===== config.mk =====
export PLATFORM = sky130hd
export DESIGN_NAME = xml_entity_decoder_flat
export DESIGN_NICKNAME = d
export VERILOG_FILES = /design/src/sv/xed_pkg.sv /design/src/sv/xed_if.sv /design/src/sv/xml_entity_decoder.sv /design/src/sv/xed_core.sv /design/src/sv/xed_outq.sv /design/src/flat_wrapper.sv
export SDC_FILE = /design/constraint.sdc
export NUM_CORES = 1
export LEC_CHECK = 0
export BUFFER_PORTS_ARGS = -buffer_cell sky130_fd_sc_hd__buf_2
export CAP_MARGIN = 40
export CORE_MARGIN = 2
export CORE_UTILIZATION = 55
export CTS_BUF_LIST = sky130_fd_sc_hd__clkbuf_2 sky130_fd_sc_hd__clkbuf_4 sky130_fd_sc_hd__clkbuf_8
export CTS_CLUSTER_DIAMETER = 80
export DETAILED_ROUTE_END_ITERATION = 8
export PLACE_DENSITY = 0.73
export SLEW_MARGIN = 20
export SYNTH_ARGS = -nofsm -noshare
export SYNTH_HDL_FRONTEND = slang
export SYNTH_SLANG_ARGS = --single-unit

===== constraint.sdc =====
create_clock -name i_clk -period 6.75 [get_ports i_clk]
set_input_delay 1.35 -clock i_clk [delete_from_list [all_inputs] [get_ports i_clk]]
set_output_delay 1.35 -clock i_clk [all_outputs]
set_load 0.01 [all_outputs]

===== src/sv/xed_pkg.sv =====
package xed_pkg;

    localparam logic [7:0] CH_AMP   = 8'h26;
    localparam logic [7:0] CH_HASH  = 8'h23;
    localparam logic [7:0] CH_X     = 8'h78;
    localparam logic [7:0] CH_SEMI  = 8'h3B;
    localparam logic [7:0] CH_0     = 8'h30;
    localparam logic [7:0] CH_9     = 8'h39;
    localparam logic [7:0] CH_LA    = 8'h61;
    localparam logic [7:0] CH_LF    = 8'h66;
    localparam logic [7:0] CH_UA    = 8'h41;
    localparam logic [7:0] CH_UF    = 8'h46;

    localparam int NUM_NAMES = 5;
    localparam logic [15:0] CODE_MAX  = 16'hFFFF;
    localparam logic [15:0] BYTE_MAX  = 16'h00FF;

    // amp, lt, gt, apos, quot; unused characters are zero
    localparam logic [NUM_NAMES-1:0][3:0][7:0] NAME_CHARS = '{
        '{8'h74, 8'h6F, 8'h75, 8'h71},
        '{8'h73, 8'h6F, 8'h70, 8'h61},
        '{8'h00, 8'h00, 8'h74, 8'h67},
        '{8'h00, 8'h00, 8'h74, 8'h6C},
        '{8'h00, 8'h70, 8'h6D, 8'h61}
    };
    localparam logic [NUM_NAMES-1:0][2:0] NAME_LEN = '{
        3'd4, 3'd4, 3'd2, 3'd2, 3'd3
    };
    localparam logic [NUM_NAMES-1:0][7:0] NAME_RESULT = '{
        8'h22, 8'h27, 8'h3E, 8'h3C, 8'h26
    };

    typedef struct packed {
        logic [7:0] out_byte;
        logic       byte_valid;
        logic       error;
        logic       last;
    } t_res;

    typedef struct packed {
        logic [1:0] count;
        t_res       res1;
        t_res       res0;
    } t_push;

endpackage


===== src/sv/xed_if.sv =====
interface xed_in_if;
    logic       valid;
    logic       ready;
    logic [7:0] in_byte;
    logic       end_of_string;

    modport source (output valid, output in_byte, output end_of_string, input ready);
    modport sink   (input valid, input in_byte, input end_of_string, output ready);
endinterface

interface xed_out_if;
    logic       valid;
    logic       ready;
    logic [7:0] out_byte;
    logic       byte_valid;
    logic       error;
    logic       last;

    modport source (output valid, output out_byte, output byte_valid, output error,
                    output last, input ready);
    modport sink   (input valid, input out_byte, input byte_valid, input error,
                    input last, output ready);
endinterface


===== src/sv/xml_entity_decoder.sv =====
// A request is registered in the input register; its results are then written into the
// result queue once it has room. Throughput: one request per cycle while the queue has
// room; a numeric reference above 0xFF yields two results and holds the input while the
// output port drains. Set by the three-entry result queue and its single output port.
// Reset clears the parse state, the input register's valid flag and the result queue count.
module xml_entity_decoder (
    input  logic      i_clk,
    input  logic      i_rst_n,
    xed_in_if.sink    i_in,
    xed_out_if.source o_out
);

    logic           room;
    logic           push_en;
    xed_pkg::t_push push;
    xed_pkg::t_res  res;

    xed_core u_core (
        .i_clk     (i_clk),
        .i_rst_n   (i_rst_n),
        .i_valid   (i_in.valid),
        .o_ready   (i_in.ready),
        .i_byte    (i_in.in_byte),
        .i_eos     (i_in.end_of_string),
        .i_room    (room),
        .o_push_en (push_en),
        .o_push    (push)
    );

    xed_outq u_outq (
        .i_clk     (i_clk),
        .i_rst_n   (i_rst_n),
        .i_push_en (push_en),
        .i_push    (push),
        .o_room    (room),
        .o_valid   (o_out.valid),
        .i_ready   (o_out.ready),
        .o_res     (res)
    );

    assign o_out.out_byte   = res.out_byte;
    assign o_out.byte_valid = res.byte_valid;
    assign o_out.error      = res.error;
    assign o_out.last       = res.last;

endmodule


===== src/sv/xed_core.sv =====
module xed_core (
    input  logic          i_clk,
    input  logic          i_rst_n,
    input  logic          i_valid,
    output logic          o_ready,
    input  logic [7:0]    i_byte,
    input  logic          i_eos,
    input  logic          i_room,
    output logic          o_push_en,
    output xed_pkg::t_push o_push
);

    typedef enum logic [2:0] {
        MODE_IDLE,
        MODE_NAME,
        MODE_HASH,
        MODE_HEX0,
        MODE_HEXN,
        MODE_DECN,
        MODE_DISCARD
    } t_mode;

    logic       r_in_v;
    logic [7:0] r_byte;
    logic       r_eos;

    t_mode       r_mode,  n_mode;
    logic [15:0] r_code,  n_code;
    logic        r_big,   n_big;
    logic [4:0]  r_cand,  n_cand;
    logic [2:0]  r_pos,   n_pos;

    logic        fire;
    logic        fail;
    logic        is_dig;
    logic        hex_ok;
    logic        dig_ok;
    logic [3:0]  dig_val;
    logic [3:0]  hex_val;
    logic [19:0] prod;
    logic [19:0] sum;
    logic        over;
    logic [4:0]  keep;
    logic        hit;
    logic [7:0]  hit_char;
    logic [1:0]  cnt;
    xed_pkg::t_res res [2];
    xed_pkg::t_res item;

    assign fire    = r_in_v && i_room;
    assign o_ready = !r_in_v || fire;

    always_comb begin
        is_dig  = (r_byte >= xed_pkg::CH_0) && (r_byte <= xed_pkg::CH_9);
        dig_val = 4'(r_byte - xed_pkg::CH_0);
        hex_ok  = 1'b1;
        if (is_dig) begin
            hex_val = dig_val;
        end else if (r_byte >= xed_pkg::CH_LA && r_byte <= xed_pkg::CH_LF) begin
            hex_val = 4'(r_byte - xed_pkg::CH_LA + 8'd10);
        end else if (r_byte >= xed_pkg::CH_UA && r_byte <= xed_pkg::CH_UF) begin
            hex_val = 4'(r_byte - xed_pkg::CH_UA + 8'd10);
        end else begin
            hex_val = 4'd0;
            hex_ok  = 1'b0;
        end
        if (r_mode == MODE_DECN) begin
            dig_ok = is_dig;
            prod   = {1'b0, r_code, 3'b000} + {3'b000, r_code, 1'b0};
            sum    = prod + {16'd0, dig_val};
        end else begin
            dig_ok = hex_ok;
            prod   = {r_code, 4'b0000};
            sum    = prod + {16'd0, hex_val};
        end
        over = (sum[19:16] != 4'd0);
    end

    always_comb begin
        keep     = '0;
        hit      = 1'b0;
        hit_char = '0;
        for (int i = 0; i < xed_pkg::NUM_NAMES; i++) begin
            if (r_cand[i]) begin
                if (r_pos < xed_pkg::NAME_LEN[i]) begin
                    if (xed_pkg::NAME_CHARS[i][r_pos[1:0]] == r_byte) begin
                        keep[i] = 1'b1;
                    end
                end else if (r_pos == xed_pkg::NAME_LEN[i] && r_byte == xed_pkg::CH_SEMI) begin
                    hit      = 1'b1;
                    hit_char = xed_pkg::NAME_RESULT[i];
                end
            end
        end
    end

    always_comb begin
        n_mode = r_mode;
        n_code = r_code;
        n_big  = r_big;
        n_cand = r_cand;
        n_pos  = r_pos;
        fail   = 1'b0;
        cnt    = 2'd0;
        res[0] = '0;
        res[1] = '0;
        item   = '0;

        case (r_mode)
            MODE_IDLE: begin
                if (r_byte == xed_pkg::CH_AMP) begin
                    n_mode = MODE_NAME;
                    n_cand = '1;
                    n_pos  = '0;
                end else begin
                    item.out_byte   = r_byte;
                    item.byte_valid = 1'b1;
                    res[cnt[0]]     = item;
                    cnt             = cnt + 2'd1;
                end
            end
            MODE_NAME: begin
                if (r_pos == 3'd0 && r_byte == xed_pkg::CH_HASH) begin
                    n_mode = MODE_HASH;
                end else if (hit) begin
                    item.out_byte   = hit_char;
                    item.byte_valid = 1'b1;
                    res[cnt[0]]     = item;
                    cnt             = cnt + 2'd1;
                    n_mode          = MODE_IDLE;
                end else if (keep == '0) begin
                    fail = 1'b1;
                end else begin
                    n_cand = keep;
                    n_pos  = r_pos + 3'd1;
                end
            end
            MODE_HASH: begin
                n_code = '0;
                n_big  = 1'b0;
                if (r_byte == xed_pkg::CH_X) begin
                    n_mode = MODE_HEX0;
                end else if (is_dig) begin
                    n_code = {12'd0, dig_val};
                    n_mode = MODE_DECN;
                end else begin
                    fail = 1'b1;
                end
            end
            MODE_HEX0, MODE_HEXN, MODE_DECN: begin
                if (dig_ok) begin
                    n_code = over ? xed_pkg::CODE_MAX : sum[15:0];
                    n_big  = r_big || over;
                    if (r_mode == MODE_HEX0) begin
                        n_mode = MODE_HEXN;
                    end
                end else if (r_byte == xed_pkg::CH_SEMI && r_mode != MODE_HEX0) begin
                    if (r_big) begin
                        fail = 1'b1;
                    end else begin
                        item.byte_valid = 1'b1;
                        if (r_code > xed_pkg::BYTE_MAX) begin
                            item.out_byte = r_code[15:8];
                            res[cnt[0]]   = item;
                            cnt           = cnt + 2'd1;
                        end
                        item.out_byte = r_code[7:0];
                        res[cnt[0]]   = item;
                        cnt           = cnt + 2'd1;
                        n_mode        = MODE_IDLE;
                    end
                end else begin
                    fail = 1'b1;
                end
            end
            default: begin
            end
        endcase

        if (fail) begin
            item        = '0;
            item.error  = 1'b1;
            res[cnt[0]] = item;
            cnt         = cnt + 2'd1;
            n_mode      = MODE_DISCARD;
        end

        if (r_eos) begin
            if (n_mode != MODE_IDLE && n_mode != MODE_DISCARD) begin
                item        = '0;
                item.error  = 1'b1;
                res[cnt[0]] = item;
                cnt         = cnt + 2'd1;
            end else if (cnt == 2'd0) begin
                item        = '0;
                res[0]      = item;
                cnt         = 2'd1;
            end
            if (cnt == 2'd2) begin
                res[1].last = 1'b1;
            end else begin
                res[0].last = 1'b1;
            end
            n_mode = MODE_IDLE;
            n_code = '0;
            n_big  = 1'b0;
            n_cand = '1;
            n_pos  = '0;
        end
    end

    assign o_push_en    = fire;
    assign o_push.count = cnt;
    assign o_push.res0  = res[0];
    assign o_push.res1  = res[1];

    always_ff @(posedge i_clk) begin
        if (!i_rst_n) begin
            r_in_v <= 1'b0;
            r_mode <= MODE_IDLE;
            r_code <= '0;
            r_big  <= 1'b0;
            r_cand <= '1;
            r_pos  <= '0;
        end else begin
            if (o_ready) begin
                r_in_v <= i_valid;
            end
            if (fire) begin
                r_mode <= n_mode;
                r_code <= n_code;
                r_big  <= n_big;
                r_cand <= n_cand;
                r_pos  <= n_pos;
            end
        end
    end

    always_ff @(posedge i_clk) begin
        if (o_ready && i_valid) begin
            r_byte <= i_byte;
            r_eos  <= i_eos;
        end
    end

endmodule


===== src/sv/xed_outq.sv =====
module xed_outq (
    input  logic           i_clk,
    input  logic           i_rst_n,
    input  logic           i_push_en,
    input  xed_pkg::t_push i_push,
    output logic           o_room,
    output logic           o_valid,
    input  logic           i_ready,
    output xed_pkg::t_res  o_res
);

    xed_pkg::t_res r_q [3];
    xed_pkg::t_res n_q [3];
    logic [1:0]    r_cnt, n_cnt;
    logic          pop;
    logic [1:0]    base;
    logic [1:0]    add;

    assign o_valid = (r_cnt != 2'd0);
    assign o_res   = r_q[0];
    assign o_room  = (r_cnt <= 2'd1);
    assign pop     = o_valid && i_ready;

    always_comb begin
        n_q  = r_q;
        base = r_cnt - {1'b0, pop};
        add  = i_push_en ? i_push.count : 2'd0;
        if (pop) begin
            n_q[0] = r_q[1];
            n_q[1] = r_q[2];
        end
        if (add != 2'd0) begin
            n_q[base] = i_push.res0;
        end
        if (add == 2'd2) begin
            n_q[base + 2'd1] = i_push.res1;
        end
        n_cnt = base + add;
    end

    always_ff @(posedge i_clk) begin
        if (!i_rst_n) begin
            r_cnt <= '0;
        end else begin
            r_cnt <= n_cnt;
        end
    end

    always_ff @(posedge i_clk) begin
        r_q <= n_q;
    end

endmodule


===== src/flat_wrapper.sv =====
// flat-port wrapper written by rule: the top's interface ports become plain ports
module xml_entity_decoder_flat 
  (i_clk, i_rst_n, i_in_valid, i_in_in_byte, i_in_end_of_string, i_in_ready, o_out_valid, o_out_out_byte, o_out_byte_valid, o_out_error, o_out_last, o_out_ready);
  xed_in_if i_in_i ();
  xed_out_if o_out_i ();
  input  logic i_clk;
  input  logic i_rst_n;
  input wire logic [$bits(i_in_i.valid)-1:0] i_in_valid;
  input wire logic [$bits(i_in_i.in_byte)-1:0] i_in_in_byte;
  input wire logic [$bits(i_in_i.end_of_string)-1:0] i_in_end_of_string;
  output wire logic [$bits(i_in_i.ready)-1:0] i_in_ready;
  output wire logic [$bits(o_out_i.valid)-1:0] o_out_valid;
  output wire logic [$bits(o_out_i.out_byte)-1:0] o_out_out_byte;
  output wire logic [$bits(o_out_i.byte_valid)-1:0] o_out_byte_valid;
  output wire logic [$bits(o_out_i.error)-1:0] o_out_error;
  output wire logic [$bits(o_out_i.last)-1:0] o_out_last;
  input wire logic [$bits(o_out_i.ready)-1:0] o_out_ready;
  assign i_in_i.valid = i_in_valid;
  assign i_in_i.in_byte = i_in_in_byte;
  assign i_in_i.end_of_string = i_in_end_of_string;
  assign i_in_ready = i_in_i.ready;
  assign o_out_valid = o_out_i.valid;
  assign o_out_out_byte = o_out_i.out_byte;
  assign o_out_byte_valid = o_out_i.byte_valid;
  assign o_out_error = o_out_i.error;
  assign o_out_last = o_out_i.last;
  assign o_out_i.ready = o_out_ready;
  xml_entity_decoder u_core (.i_clk(i_clk), .i_rst_n(i_rst_n), .i_in(i_in_i), .o_out(o_out_i));
endmodule

Yosys cells after proc, flatten, opt, wreduce, memory -nomap -nowiden. Index checks and enable logic that the tools add are counted.

Output and inout port bits: 13. Flip-flop bits (word level): 73. Word-level logic and storage cells: 287. Bits of input ports: 13.

Mux-type cells: 159. Reductions and logical operators: 33. Equality and inequality tests: 26. $lt $le $gt $ge: 22. Add/subtract/negate cells: 15. Bitwise gates (word level): 11.

Operator list (count): $mux 11 (17); $mux 8 (17); $mux 22 (6); $bmux 8 s2 (5); $bwmux 33 (2); $mux 33 (2); $mux 1 (50); $mux 16 (3); $mux 3 (16); $demux 11 s2 (2); $add 20x4->20 (2); $and 20x20->20 (2); $eq 8x8->1 (5); $not 20->20 (2); $demux 11 s1 (3); $pmux 11 s3 (1); $pmux 16 s2 (1); $mux 2 (13); $mux 5 (5); $eq 8x6->1 const B (3); $bwmux 22 (1); $add 19x17->20 (1); $mux 20 (1); $mux 4 (5); 48 further kinds (101).

Logic depth before layout (Yosys ltp).
Word-level depth: 36. Mapped depth: 22. Gate-level depth less buffers: 20.

By module. Synthesis repeated with hierarchy kept, for this count alone.

Cell total of the unflattened synthesis: 792. Area total of the unflattened synthesis: 6331.1 µm².

Modules (own cells, without submodules): xed_core (area each 4267.8 µm², cells an instance 529, times used 1); xed_outq (area each 2063.2 µm², cells an instance 263, times used 1).

Worst setup path before layout. OpenSTA, ideal clock, no wires.

Path kind: register to register. Start point: register u_core.u_core.r_byte[1]. End point: register u_core.u_outq.r_q[8] (netlist name). Setup slack: 1.715 ns. Data arrival time: 4.966 ns. Stages on the path, launching flop included: 21. Library setup time: 0.069 ns. Path through: edfxtp_1 clkbuf_1 inv_1 ha_1 o21bai_1 a21o_2 nand2_1 a211o_1 or2b_2 clkinv_1 clkbuf_1 ha_1 o21ai_0 ha_1 or2b_2 a21oi_1 o311ai_4 o32a_2 buf_4 mux2_1 o21ai_1.

RTL lines: from (decl) (RTL line xed_core.sv:24) `logic [7:0] r_byte;`; from (signal assigned) (RTL line xed_core.sv:241) `r_byte <= i_byte;`; to (signal assigned) (RTL line xed_outq.sv:50) `r_q <= n_q;`; to (decl) (RTL line xed_outq.sv:12) `xed_pkg::t_res r_q [3];`.

==> out/metrics.cfg <==
[run_status]
outcome = complete, no violations

[synth]
netlist.top_cell.by_area = dfxtp_1
synth_seq_area_share_pct = 25.40
postSynthAreaPerCell_um2 = 8.579
syn_inst = 712
postSynthRegisterBits = 73
syn_nets = 779
synth-edff-count = 9
synth_top_cell_area_share_pct = 20.98
synth.cell_area_um2 = 6108
synth-main-ff-cell = dfxtp_1
synth_top_cells_by_area = dfxtp_1 21%, ha_1 11%, mux2i_1 8.8%
yosys.cell_types.count = 80
async_flop_share_pct = 0
yosysWarningCount = 0

[clock_network]
root_buffer = clkbuf_8
post_cts_clock_slew_at_the_launch_and_capture_registers_of_the_worst_setup_and_hold_paths_ns = 0.08
max_h_tree_level = 3
cts.repair.resized = 0
postCtsSetupRepairBufs = 0
clock_path_buffers = 2
cts_hold_repair.buffers = 0
cts-buffers-inserted = 9
clk-insertion-delay-late_ns = 0.37
tritoncts = yes
clock_sink_count = 73

[timing]
setup_total_negative_slack_ns = 0
timing.slew.headroom_pct = 42.73
post-route-worst-setup-slack_ns = 0.7159
finalHoldViolations = 0
timing.final.max_slew_violations = 0
max_freq_ghz = 0.1657
rsz0062_at_grt = no
tightest_slew_ns = 0.8591
finalSetupViolations = 0
fin_crit_ns = 6.034
timing.final.crit_share_pct = 89.39
fin_worst_skew_ns = 0.01016

[floorplan]
initial_utilization_pct = 56.35
fp.dieH_um = 109.4
dieArea_um2 = 11970
placement_rows = 38
boundaryPins = 26
chipWidth_um = 109.4
design.core.area_um2 = 10840

[routing]
dr.pass1.iters = 7
via_count = 5306
detailedRoute.firstIterationViolations = 497
routed_wire_length_um = 15240
wire_per_inst_um = 17.83
detail_route.vias_per_cell = 6.206
drt_drc = 0
postRouteAntennaNets = 0

[grt]
number_of_antenna_violations_at_the_first_check_in_global_routing = 0
grt_first_pass_wirelength_um = 24910
grtUsageTotal_pct = 26.41
congestion_overflow_gr = 0
grt_start_max_net_pins = 37
first_global_vias = 5095

[place]
dp_hpwl_um = 11350
post-place-ws_ns = 0.7680
gpl.final_weighted_congestion = 0.9772
io_buffers = 25

[worst_setup_path]
endpoint_kind = register
critical_path.max_fanout = 17
crit_path_launch_type = register
timing.critical_path.arrival_ns = 6.33
critical_path_class = reg -> reg
worst_ep_required_time_ns = 7.04
timing.reg2reg.setup_slack_ns = 0.72

[power]
worst_ir_drop_vdd_v = 0.0001680
power.static_leakage_uw = 0.002732
cell_pwr_density_nw_per_um2 = 238.0

[hold_path]
hold_class = reg -> reg

[layout]
drive_above_1_share_pct = 13.57
syn2layout_area_growth_pct = 4.814
final_nets = 777
fillCellCount = 993
n_antenna_cell = 0

[flow_run]
maxCapViolCount = 0

-- flip-flops by register name, summed over array words and instances, names as in the netlist --
register,cells
u_core.u_core.r_mode,3
u_core.u_outq.r_cnt,2
u_core.u_core.r_eos,1
u_core.u_core.r_byte,8
u_core.u_core.r_cand,5
u_core.u_core.r_in_v,1
u_core.u_outq.r_q,22
u_core.u_core.r_pos,3
u_core.u_core.r_code,16
u_core.u_core.r_big,1
u_core.u_outq.o_res,11
-- worst paths after layout --
kind                                     startpoint                       endpoint  cells past startpoint
setup / recovery  u_core.u_core.r_byte[1]$_DFFE_PP_  u_core.u_outq.r_q[15]$_DFF_P_                     16
hold / removal         u_core.u_outq.r_q[7]$_DFF_P_   u_core.u_outq.r_q[7]$_DFF_P_                      2
setup reg to reg  u_core.u_core.r_byte[1]$_DFFE_PP_  u_core.u_outq.r_q[15]$_DFF_P_                     16
hold reg to reg        u_core.u_outq.r_q[7]$_DFF_P_   u_core.u_outq.r_q[7]$_DFF_P_                      2
-- critical path, stage by stage, from the launching register on --
cell and delay (ns):
edfxtp_1 0.70, inv_1 0.18, ha_1 0.24, nor3b_1 0.16, nor3_2 0.46, a211o_1 0.39
or2b_2 0.21, clkinv_1 0.44, ha_1 0.49, o21ai_0 0.32, ha_1 0.31, or2b_2 0.30
a21oi_1 0.29, o311ai_4 0.18, o22ai_2 0.73, mux2_2 0.41, mux2i_1 0.15
-- metal layers --
metal	GRT usage, %	vias up	share of wire, %
met1	34.79	2534	46
met4	9.584	0	2.1
li1	-	2592	-
met5	0	-	0
met2	44.22	148	48
met3	3.379	32	4.7
-- metrics by stage --
stage	util, %	std cells	hold WS, ns	power, uW	instance area [um2]
after floorplan	-	712	0.4525	1068	6108
after global placement	56.88	836	0.4848	1129	6166
after detailed placement	57.12	838	0.5241	1167	6192
after CTS	58.99	854	0.5413	1526	6395
after global routing	59.06	855	0.5573	1612	6402
final	59.06	855	0.5402	1524	6402
-- cell usage after synthesis, types with 3 or more instances --
| cell | instances |
|---|---|
| mux2i_1 | 54 |
| buf_4 | 9 |
| a211oi_1 | 8 |
| nor4_1 | 3 |
| o21bai_1 | 4 |
| nor3b_1 | 7 |
| a21oi_1 | 43 |
| edfxtp_1 | 9 |
| or2_2 | 4 |
| o21ai_1 | 5 |
| xor2_1 | 11 |
| nand3b_1 | 4 |
| o21a_1 | 4 |
| nand2_1 | 71 |
| buf_2 | 7 |
| nand4_1 | 3 |
| clkbuf_8 | 4 |
| ha_1 | 52 |
| a31oi_1 | 6 |
| a22oi_1 | 5 |
| a22o_1 | 13 |
| clkbuf_1 | 21 |
| nor3_1 | 20 |
| xnor2_1 | 14 |
| and2_1 | 6 |
| o211ai_1 | 19 |
| nand3_1 | 21 |
| dfxtp_1 | 64 |
| inv_1 | 24 |
| nor2_1 | 43 |
| o31ai_1 | 6 |
| buf_6 | 4 |
| o21ai_0 | 26 |
| nand4b_1 | 3 |
| mux2_2 | 23 |
| a21o_1 | 9 |
| and3_1 | 5 |
| nor2b_1 | 16 |
| o22ai_1 | 4 |
| nand2b_1 | 3 |
-- cell type report --
cell class / count / area (um2) / share of cell area, %
Clock inverter: 6 / 65.06 / 1.016
Clock buffer: 10 / 137.6 / 2.150
Timing Repair Buffer: 33 / 196.4 / 3.068
Sequential cell: 73 / 1551 / 24.23
Tap cell: 140 / 175.2 / 2.736
Inverter: 25 / 93.84 / 1.466
Multi-Input combinational cell: 568 / 4183 / 65.33
-- layout by cell type, fill, tap and decap left out, types with 23 or more instances in the layout --
cell type / synthesis / routed
nor2_1: 43 / 43
a21oi_1: 43 / 43
ha_1: 52 / 52
mux2i_1: 54 / 54
dfxtp_1: 64 / 64
buf_2: 7 / 25
nand2_1: 71 / 71
mux2_2: 23 / 23
inv_1: 24 / 24
o21ai_0: 26 / 26
-- report_power, final --
group / internal (uW) / switching, uW
Sequential: 554 / 69.5
Clock: 181 / 178
Combinational: 270 / 271
Total: 1010 / 518
-- kinds of logic after synthesis --
kind of cell	Yosys count	synth area share [%]
fa+ha+maj	55	11.47
mux	78	13.27
buf+inv	71	6.206
flops	73	25.40
compound gates	177	20.24
xor+xnor	25	3.585
simple gates	233	19.83
(Power assumes the default switching activity.)
